## config.mk

```make
export PLATFORM = sky130hd
export DESIGN_NAME = brc_classify
export DESIGN_NICKNAME = d
export VERILOG_FILES = /design/src/design/brc_pkg.sv /design/src/design/brc_classify.sv
export SDC_FILE = /design/constraint.sdc
export NUM_CORES = 1
export LEC_CHECK = 0
export BUFFER_PORTS_ARGS = -buffer_cell sky130_fd_sc_hd__clkbuf_2
export CORE_ASPECT_RATIO = 1.1
export CORE_UTILIZATION = 55
export DETAILED_ROUTE_END_ITERATION = 12
export GPL_TIMING_DRIVEN = 0
export PLACE_DENSITY = 0.88
export SLEW_MARGIN = 20
export SYNTH_ARGS = -nofsm -noshare
export SYNTH_HDL_FRONTEND = slang
export SYNTH_SLANG_ARGS = --single-unit
export TNS_END_PERCENT = 1
```

## constraint.sdc

```tcl
create_clock -name vclk -period 6.5
set_input_delay 1.3 -clock vclk [all_inputs]
set_output_delay 1.3 -clock vclk [all_outputs]
set_load 0.005 [all_outputs]
```

## src/design/brc_pkg.sv

```systemverilog
// shared types and register codes for the blit region clip and source map block
`timescale 1ns / 1ps
`default_nettype none
package brc_pkg;

    typedef enum logic [1:0] {
        VIS_FULL    = 2'd0,
        VIS_PARTIAL = 2'd1,
        VIS_NONE    = 2'd2
    } t_vis;

    typedef enum logic {
        REG_BUFFER_WIDTH  = 1'b0,
        REG_BUFFER_HEIGHT = 1'b1
    } t_reg_index;

endpackage
`default_nettype wire

```

## src/design/brc_classify.sv

```systemverilog
// classifies one rectangle against the buffer and clips it by intersection
`timescale 1ns / 1ps
`default_nettype none
module brc_classify #(
    parameter int CB = 16
) (
    input  wire logic signed [CB-1:0] i_left,
    input  wire logic signed [CB-1:0] i_top,
    input  wire logic signed [CB-1:0] i_right,
    input  wire logic signed [CB-1:0] i_bottom,
    input  wire logic        [CB-2:0] i_width,
    input  wire logic        [CB-2:0] i_height,
    output brc_pkg::t_vis             o_class,
    output logic signed      [CB-1:0] o_clip_left,
    output logic signed      [CB-1:0] o_clip_top,
    output logic signed      [CB-1:0] o_clip_right,
    output logic signed      [CB-1:0] o_clip_bottom
);
    import brc_pkg::*;

    localparam int EW = CB + 2;

    logic signed [EW-1:0] w_l, w_t, w_r, w_b, w_w, w_h;
    logic signed [EW-1:0] w_rm1, w_lw, w_bm1, w_th;
    logic                 w_full, w_ovx, w_ovy;

    // sign code: {negative, zero}
    function automatic logic [1:0] sgn_code(input logic signed [EW-1:0] v);
        sgn_code = {v[EW-1], v == '0};
    endfunction

    assign w_l = EW'(i_left);
    assign w_t = EW'(i_top);
    assign w_r = EW'(i_right);
    assign w_b = EW'(i_bottom);
    assign w_w = signed'({3'b000, i_width});
    assign w_h = signed'({3'b000, i_height});

    assign w_rm1 = w_r - EW'(1);
    assign w_lw  = w_l - w_w + EW'(1);
    assign w_bm1 = w_b - EW'(1);
    assign w_th  = w_t - w_h + EW'(1);

    assign w_full = (w_l >= 0) && (w_r <= w_w) && (w_t >= 0) && (w_b <= w_h);
    assign w_ovx  = sgn_code(w_rm1) != sgn_code(w_lw);
    assign w_ovy  = sgn_code(w_bm1) != sgn_code(w_th);

    always_comb begin
        if (w_full) begin
            o_class = VIS_FULL;
        end else if (w_ovx && w_ovy) begin
            o_class = VIS_PARTIAL;
        end else begin
            o_class = VIS_NONE;
        end
    end

    assign o_clip_left   = (w_l > 0)   ? i_left   : '0;
    assign o_clip_top    = (w_t > 0)   ? i_top    : '0;
    assign o_clip_right  = (w_r < w_w) ? i_right  : signed'({1'b0, i_width});
    assign o_clip_bottom = (w_b < w_h) ? i_bottom : signed'({1'b0, i_height});

endmodule
`default_nettype wire

```

==> qor.yml <==
synthesis:
  synth_fa_ha_area_share_pct: 31.3
  yosys-top-cells-area: "ha_1 30%, mux2_2 8.3%, inv_1 5.3%"
  yosysTopAreaCell: "ha_1"
  synthesis.area_mm2: 0.00381
  synth_top_family_by_area: "adder cells"
  synth_area_per_cell_um2: 7.40
  yosys.area_share.simple_pct: 25.0
  synthDominantCellAreaShare_pct: 30.2
  muxShareOfSynthArea_pct: 9.91
  synth_xor_area_share_pct: 2.30
  ys_warn_count: 0
  synth_cells: 515
  synth_compound_area_share_pct: 23.7
  synth_cell_types: 67
  ys_seq_area_share_pct: 0
route:
  first_pass_iters: 5
  postRouteAntennaNets: 0
  drtIter0Drc: 173
  num_vias: 4536
  wl_per_cell_um: 15.9
  vias_per_cell: 6.00
  wl_um: 12000
  drc: 0
min_path:
  hold_class: "in2out"
floorplanning:
  initial_core_util_pct: 57.5
  design.core.area_mm2: 0.00663
  die_h_um: 89.3
  dieArea_mm2: 0.00727
  num_rows: 31
  io_pins: 160
  die_x_um: 81.4
timing:
  fin_hold_ws_ps: 2910
  report.final.hold_viol_count: 0
  drv_slew: 0
  setup-violations-final: 0
  setup_tns_ps: 0
  worst_pin_slew_ps: 654
  finalCritPeriodShare_pct: 91.1
  fin_crit_ps: 5920
  fmax_ghz: 0.169
  slew_headroom_pct: 56.4
  rsz0062_at_grt: "no"
critical_path:
  startpoint: "i_left[1]"
  cpPeakStageDelay_ps: 400
  required_ps: 5200
  start_kind: "primary input"
  crit_cells: 17
  cp_max_fo: 4
  crit_end: "o_class[0]"
  critPathArrivalTime_ps: 4620
  cpMostUsedCell: "inv_1"
  cp_top_family: "adder cells"
  crit_path_end_kind: "primary output"
  critPathSlowestCell: "fa_1"
  critPathKind: "in2out"
  worstPathCellList: "clkbuf_2 -> inv_1 -> ha_1 -> inv_1 -> ha_1 -> inv_1 -> fa_1 -> nor2b_1 -> o31a_1 -> o211ai_2 -> a21boi_0 -> mux2i_1 -> nand3_1 -> nor4_1 -> mux2_1 -> nor3_1 -> clkbuf_2"
  worst-path-buf-inv: 5
place:
  gp_congestion: 0.967
  dpl_cell_area_mm2: 0.00471
  hpwl_um: 10600
  numPortBuffers: 158
power_and_ir_drop:
  p_clk_share_pct: 0
  intPower_w: 0.000207
  switchingPower_w: 0.000250
  seqPwrFrac_pct: 0
  combPwrFrac_pct: 100.0
  p_per_area_mw_per_mm2: 97.1
  peakVddDrop_uv: 58.7
  static-leakage-power_nw: 2.51
  switching_share_pct: 54.8
global_routing:
  gr-usage-met1_pct: 36.4
  grt_overflow_total: 0
  grt_pass1_vias: 4278
  grt_pass1_wl_um: 18600
  grt_use_total_pct: 32.4
  busiest_layer: "met2"
  grt_util_met3_pct: 1.33
  gr-usage-met2_pct: 62.6
  antenna_found_initial: 0
  grt_max_degree: 11
finish:
  final_cell_mix: "158 x clkbuf_2, 92 x ha_1, 54 x inv_1, 34 x a21oi_1, 31 x nor2b_1"
  syn2layout_area_growth_pct: 23.5
  fin_nets: 864
  regArea_um2: 0
  final_cell_area_mm2: 0.00471
  layout_commonest_cell: "clkbuf_2"
  diodes: 0
  seq_cells: 0
  clkbuf_count: 0
  drive_above_1_share_pct: 30.7
clock_tree:
  post_cts_buffers: 0
  cts.repair.resized: 0
  ctsHoldBuffers: 0
flow_run:
  cap_violations: 0
status:
  outcome: "completed"
==> metal layers <==
layer	share of wire (%)	vias up
met1	39	2074
met4	4.3	0
met2	51	196
li1	-	2220
met5	0	-
met3	5.5	46
==> worst min-delay path by stage <==
stage                          from            end  slack [ps]  cells past startpoint
final                      i_top[1]  o_clip_top[1]        2910                      4
after floorplan           i_top[15]  o_clip_top[0]        2630                      1
after detailed placement   i_top[1]  o_clip_top[1]        2900                      4
after global placement     i_top[1]  o_clip_top[1]        2890                      4
after global routing       i_top[1]  o_clip_top[1]        2920                      4
after CTS                  i_top[1]  o_clip_top[1]        2910                      4
==> power by group through the flow <==
stage          clock network, W  registers, W  logic, W
4_1_cts                       0             0  0.000450
3_3_place_gp                  0             0  0.000432
5_1_grt                       0             0  0.000507
6_report                      0             0  0.000457
3_5_place_dp                  0             0  0.000448
2_1_floorplan                 0             0  0.000300
==> synth_stat cells (all sizes together), types with 9 or more instances <==
| master | number |
|---|---|
| nor4 | 14 |
| and2 | 14 |
| o21a | 9 |
| ha | 92 |
| nor2b | 31 |
| mux2 | 30 |
| nand2 | 29 |
| nand3 | 9 |
| a21oi | 35 |
| inv | 54 |
| nor3 | 13 |
| buf | 12 |
| o21ai | 29 |
| nor2 | 29 |
==> metrics by stage <==
step / worst slack (ps) / std cells / power, W / utilization [%]
floorplan: 1270 / 516 / 0.000300 / -
global placement: 701 / 756 / 0.000432 / 71.0
detailed placement: 660 / 756 / 0.000448 / 71.0
CTS: 661 / 756 / 0.000450 / 71.0
global route: 358 / 756 / 0.000507 / 71.0
finish: 581 / 756 / 0.000457 / 71.0
==> cell type report <==
type               count  area [um^2]
fillers              599         1920
inverters             54          203
multi-input cells    445         3520
plain buffers         17         95.1
repair buffers       158          791
well taps             82          103
==> cell families (layout without fill, tap and decap cells) <==
| family | after synthesis | count (layout) |
|---|---|---|
| adder cells (fa/ha/maj) | 94 | 94 |
| AND/OR/NAND/NOR | 175 | 175 |
| multiplexers | 34 | 34 |
| other | 1 | 2 |
| AO/OA/AOI/OAI | 130 | 130 |
| buffers and inverters | 71 | 229 |
| XOR/XNOR | 10 | 10 |
(Power assumes the default switching activity.)
