`src/design/brc_pkg.sv`:
```
// shared types and register codes for the blit region clip and source map block
`timescale 1ns / 1ps
`default_nettype none
package brc_pkg;

    typedef enum logic [1:0] {
        VIS_FULL    = 2'd0,
        VIS_PARTIAL = 2'd1,
        VIS_NONE    = 2'd2
    } t_vis;

    typedef enum logic {
        REG_BUFFER_WIDTH  = 1'b0,
        REG_BUFFER_HEIGHT = 1'b1
    } t_reg_index;

endpackage
`default_nettype wire

```
`src/design/brc_div_lane.sv`:
```
// one mapping lane: signed multiply, then a restoring divider one quotient bit a stage
`timescale 1ns / 1ps
`default_nettype none
module brc_div_lane #(
    parameter int CB = 16
) (
    input  wire logic                 i_clk,
    input  wire logic                 i_en,
    input  wire logic signed [CB-1:0] i_ds,
    input  wire logic signed [CB:0]   i_dv,
    input  wire logic signed [CB:0]   i_den,
    output logic             [CB-1:0] o_q
);
    import brc_pkg::*;

    localparam int PW = 2 * CB + 1;
    localparam int DW = CB + 1;

    logic [CB-1:0] r_am;
    logic [DW-1:0] r_bm, r_dm;
    logic          r_aneg;

    logic [PW-1:0] r_q   [PW+1];
    logic [DW-1:0] r_rem [PW+1];
    logic [DW-1:0] r_d   [PW+1];
    logic          r_neg [PW+1];

    always_ff @(posedge i_clk) begin
        if (i_en) begin
            r_am   <= i_ds[CB-1] ? (~i_ds + 1'b1) : i_ds;
            r_bm   <= i_dv[CB] ? (~i_dv + 1'b1) : i_dv;
            r_dm   <= i_den[CB] ? (~i_den + 1'b1) : i_den;
            r_aneg <= i_ds[CB-1] ^ i_dv[CB] ^ i_den[CB];
            r_q[0]   <= PW'(r_am * r_bm);
            r_rem[0] <= '0;
            r_d[0]   <= r_dm;
            r_neg[0] <= r_aneg;
        end
    end

    for (genvar k = 0; k < PW; k++) begin : g_step
        logic [DW:0] w_trial;
        logic        w_ge;
        assign w_trial = {r_rem[k], r_q[k][PW-1]};
        assign w_ge    = w_trial >= {1'b0, r_d[k]};
        always_ff @(posedge i_clk) begin
            if (i_en) begin
                r_rem[k+1] <= w_ge ? DW'(w_trial - {1'b0, r_d[k]}) : w_trial[DW-1:0];
                r_q[k+1]   <= {r_q[k][PW-2:0], w_ge};
                r_d[k+1]   <= r_d[k];
                r_neg[k+1] <= r_neg[k];
            end
        end
    end

    always_ff @(posedge i_clk) begin
        if (i_en) begin
            o_q <= r_neg[PW] ? (~r_q[PW][CB-1:0] + 1'b1) : r_q[PW][CB-1:0];
        end
    end

endmodule
`default_nettype wire

```
`config.mk`:
```
export PLATFORM = sky130hd
export DESIGN_NAME = brc_div_lane
export DESIGN_NICKNAME = d
export VERILOG_FILES = /design/src/design/brc_pkg.sv /design/src/design/brc_div_lane.sv
export SDC_FILE = /design/constraint.sdc
export NUM_CORES = 2
export LEC_CHECK = 0
export CORE_UTILIZATION = 40
export CTS_CLUSTER_DIAMETER = 30
export DETAILED_ROUTE_END_ITERATION = 16
export DONT_BUFFER_PORTS = 1
export SETUP_SLACK_MARGIN = 0.02
export SYNTH_ARGS = -nofsm -noshare
export SYNTH_HDL_FRONTEND = slang
export SYNTH_SLANG_ARGS = --single-unit
```
`constraint.sdc`:
```
create_clock -name i_clk -period 8.9 [get_ports i_clk]
set_input_delay 0.89 -clock i_clk [delete_from_list [all_inputs] [get_ports i_clk]]
set_output_delay 0.89 -clock i_clk [all_outputs]
set_load 0.05 [all_outputs]
```
==> impl_metrics.py <==
metrics = {
    "status": {
        "run_status": "completed",
    },
    "setup_path": {
        "worst_path_dominant_cell_family": "adder cells",
        "crit_slowest_cell": "edfxtp_1",
        "crit_chain": "nand2_1, fa_1, fa_1, fa_1, inv_1, fa_1, fa_1, inv_1, fa_1, inv_1, ha_1, nand2_1, a21oi_1, a21oi_1, o41ai_1, a21oi_1, o21ai_0, a21o_1, a21oi_1, xnor2_1",
        "critPathCaptureType": "register",
        "critical_path_peak_fanout": 16,
        "arrival_worst_endpoint_ps": 8000,
        "crit_type": "register to register",
        "cp.required_ps": 9570,
        "cp-start-kind": "register",
        "critical_path_buf_inv_count": 3,
        "critical-path-top-cell-by-count": "fa_1",
        "cp_slowest_stage_delay_ps": 880,
    },
    "floorplanning": {
        "die_height_um": 499,
        "pin_count": 68,
        "die_width_um": 499,
        "initial_cell_density_of_the_core_pct": 40.2,
        "design.die.area_um2": 249000,
        "floorplan.core_area_um2": 246000,
        "rows": 182,
    },
    "sta": {
        "setup_viol_count_final": 0,
        "report.final.slew_viol_count": 0,
        "worst_clock_skew_ps": 68.4,
        "final.min_clock_period_ps": 7330,
        "slew-limit-headroom_pct": 2.52,
        "tightest_slew_ps": 1460,
        "max_clock_freq_ghz": 0.137,
        "totalNegativeSetupSlack_ps": 0,
        "rsz0062_at_grt": "no",
        "timing.final.crit_share_pct": 82.3,
        "final-hold-violation-count": 0,
        "timing.hold.ws_ps": 118,
    },
    "synth": {
        "synth_seq_cells": 1903,
        "synth_edf_count": 1903,
        "top_cells_by_area_in_the_synthesized_netlist": "edfxtp_1, ha_1, fa_1",
        "syn_inst": 7682,
        "synth_cell_types": 93,
        "postSynth.asyncResetShare_pct": 0,
        "yosys.area.top_type_share_pct": 57.8,
        "netlist_area_um2": 98800,
        "syn-mean-instance-area_um2": 12.9,
        "synth_warnings": 0,
        "synth_flop_cell": "edfxtp_1",
        "synth.net_count": 8628,
        "synth_seq_area_share_pct": 57.8,
        "most_area_hungry_cell_type_in_the_yosys_netlist": "edfxtp_1",
    },
    "placement": {
        "placement.io_buffers": 0,
        "place.detailed.hpwl_mm": 135,
        "place.gp.congestion": 0.864,
    },
    "clock_network": {
        "clk_pin_slew_worst_paths_ps": 50,
        "cts_max_level": 5,
        "cts.repair.resized": 0,
        "cts.sink_count": 1903,
        "root_buf_cell": "clkbuf_16",
        "clock_insertion_delay_worst_skew_ps": 930,
        "clk_path_buf_depth": 4,
        "numCtsBuffers": 423,
        "postCtsSetupRepairBufs": 0,
        "clock_tree_from_tritoncts": "built",
    },
    "global_routing": {
        "grt_first_pass_wirelength_mm": 311,
        "maximum_number_of_pins_on_one_net_before_global_route_repair": 267,
        "grt_antenna_before_repair": 1,
        "via_count_of_the_first_global_routing_pass": 62000,
        "globalRoute.totalOverflow": 0,
        "gr-usage-all-layers_pct": 15.3,
    },
    "power": {
        "p_per_area_nw_per_um2": 434,
        "fin_total_pwr_mw": 51.0,
        "leakage_nw": 47.1,
        "max-vdd-ir-drop_uv": 427,
    },
    "worst_hold_path": {
        "holdCritPathClass": "primary input to register",
    },
    "finish": {
        "area_delta_synth_final_pct": 18.8,
        "number_of_nets_at_the_end_of_the_flow": 8961,
        "drive_above_1_share_pct": 12.2,
    },
    "detailed_routing": {
        "detailedRoute.firstIterationViolations": 3225,
        "vias": 58600,
        "avgRoutedWirePerCell_um": 16.6,
        "route.antenna.remaining_nets": 0,
        "viasPerCell": 5.06,
        "drt-total-wl_mm": 193,
        "detail_route.first_pass.iterations": 5,
        "drt_drc_violations_left": 0,
    },
    "run": {
        "maxCapViolations": 0,
    },
}
## routing by layer
layer / up-vias / GRT usage (%) / part of all wire [%]
met4: 0 / 6.70 / 3.5
met3: 472 / 2.93 / 3.6
met5: - / 0 / 0
met2: 1042 / 29.3 / 54
li1: 28600 / - / -
met1: 28500 / 16.2 / 39
## power breakdown
part	total, mW	internal [mW]	leakage, nW	switching, mW
Clock	15.7	10.8	6.95	4.89
Combinational	21.2	9.43	21.6	11.7
Sequential	14.2	13.1	18.6	1.03
Total	51.0	33.3	47.1	17.6
## metrics by stage
| step | setup WS, ps | cell area (um2) | utilization (%) | cells |
|---|---|---|---|---|
| finish | 1570 | 117000 | 47.8 | 11600 |
| global route | 1090 | 117000 | 47.8 | 11600 |
| CTS | 1450 | 117000 | 47.8 | 11600 |
| detailed placement | 1400 | 103000 | 41.8 | 10800 |
| global placement | 1470 | 103000 | 41.8 | 10800 |
| floorplan | 2430 | 98800 | - | 7682 |
## final cells by class
cell class                 instances  area [um2]
fill                           21100      128000
sequential                      1903       57100
antenna                            2        5.00
clock inverter                   309        3710
inverter                         944        3540
timing repair buffer              33         433
multi-input combinational       4710       37700
tap                             3220        4030
clock buffer                     463       10800
## cell usage after synthesis (62+ instances only)
| library cell | n |
|---|---|
| nand2_1 | 454 |
| edfxtp_1 | 1903 |
| nor3_1 | 93 |
| nor2_1 | 398 |
| nor2b_1 | 92 |
| and2_1 | 138 |
| xor2_1 | 159 |
| ha_1 | 655 |
| a31oi_1 | 75 |
| inv_1 | 942 |
| fa_1 | 239 |
| o21a_1 | 64 |
| xnor2_1 | 342 |
| o21ai_0 | 317 |
| nand2b_1 | 80 |
| a21oi_1 | 436 |
| mux2_2 | 243 |
| nand3_1 | 62 |
| a21o_1 | 163 |
| clkbuf_1 | 97 |
## final timing paths
| path | start | end | slack [ps] | depth (start not counted) |
|---|---|---|---|---|
| hold / removal | i_dv[0] | r_bm[0] | 120 | 0 |
| setup / recovery | r_bm[9] | r_q[0][31] | 1570 | 20 |
| hold reg to reg | r_q[14][30] | r_q[15][31] | 350 | 0 |
| setup reg to reg | r_bm[9] | r_q[0][31] | 1570 | 20 |
## cell usage in the layout, fill, tap and decap left out, types with 22 or more instances in the layout
master,count
a211oi_1,36
a21boi_0,37
a21o_1,163
a21oi_1,433
a31oi_1,72
and2_1,138
and3_1,42
buf_4,22
bufinv_16,71
clkbuf_1,37
clkbuf_16,426
clkinv_1,68
clkinv_2,49
clkinv_4,32
clkinvlp_4,48
edfxtp_1,1903
fa_1,239
ha_1,655
inv_1,942
inv_6,33
mux2_2,243
mux2i_1,47
nand2_1,454
nand2b_1,80
nand3_1,62
nand4_1,53
nor2_1,398
nor2b_1,92
nor3_1,93
nor4_1,30
o211ai_1,28
o21a_1,64
o21ai_0,316
o21bai_1,52
o31ai_1,44
or3_1,34
xnor2_1,342
xor2_1,159
## state kept, by name, indices dropped and copies added (netlist names)
name    cells
r_am       16
r_d       561
r_q       697
r_dm       17
r_aneg      1
o_q        16
r_neg      34
r_bm       17
r_rem     544
## kinds of logic (layout without fill, tap and decap cells)
| logic type | count (synthesis) | count (layout) | synth area share (%) |
|---|---|---|---|
| AO/OA/AOI/OAI | 1454 | 1454 | 9.44 |
| XOR/XNOR | 501 | 501 | 4.44 |
| adder cells (fa/ha/maj) | 894 | 894 | 13.1 |
| buffers and inverters | 1069 | 1749 | 4.12 |
| flip-flops | 1903 | 1903 | 57.8 |
| multiplexers | 299 | 299 | 3.37 |
| other | 0 | 2 | 0 |
| AND/OR/NAND/NOR | 1562 | 1562 | 7.67 |
## what timing repair did
action / in CTS / in global routing
hold buffers: 2 / 0
setup endpoints to repair: 0 / 0
endpoints found under the hold margin: 2 / 0
Power figures use the tool's default switching activity.
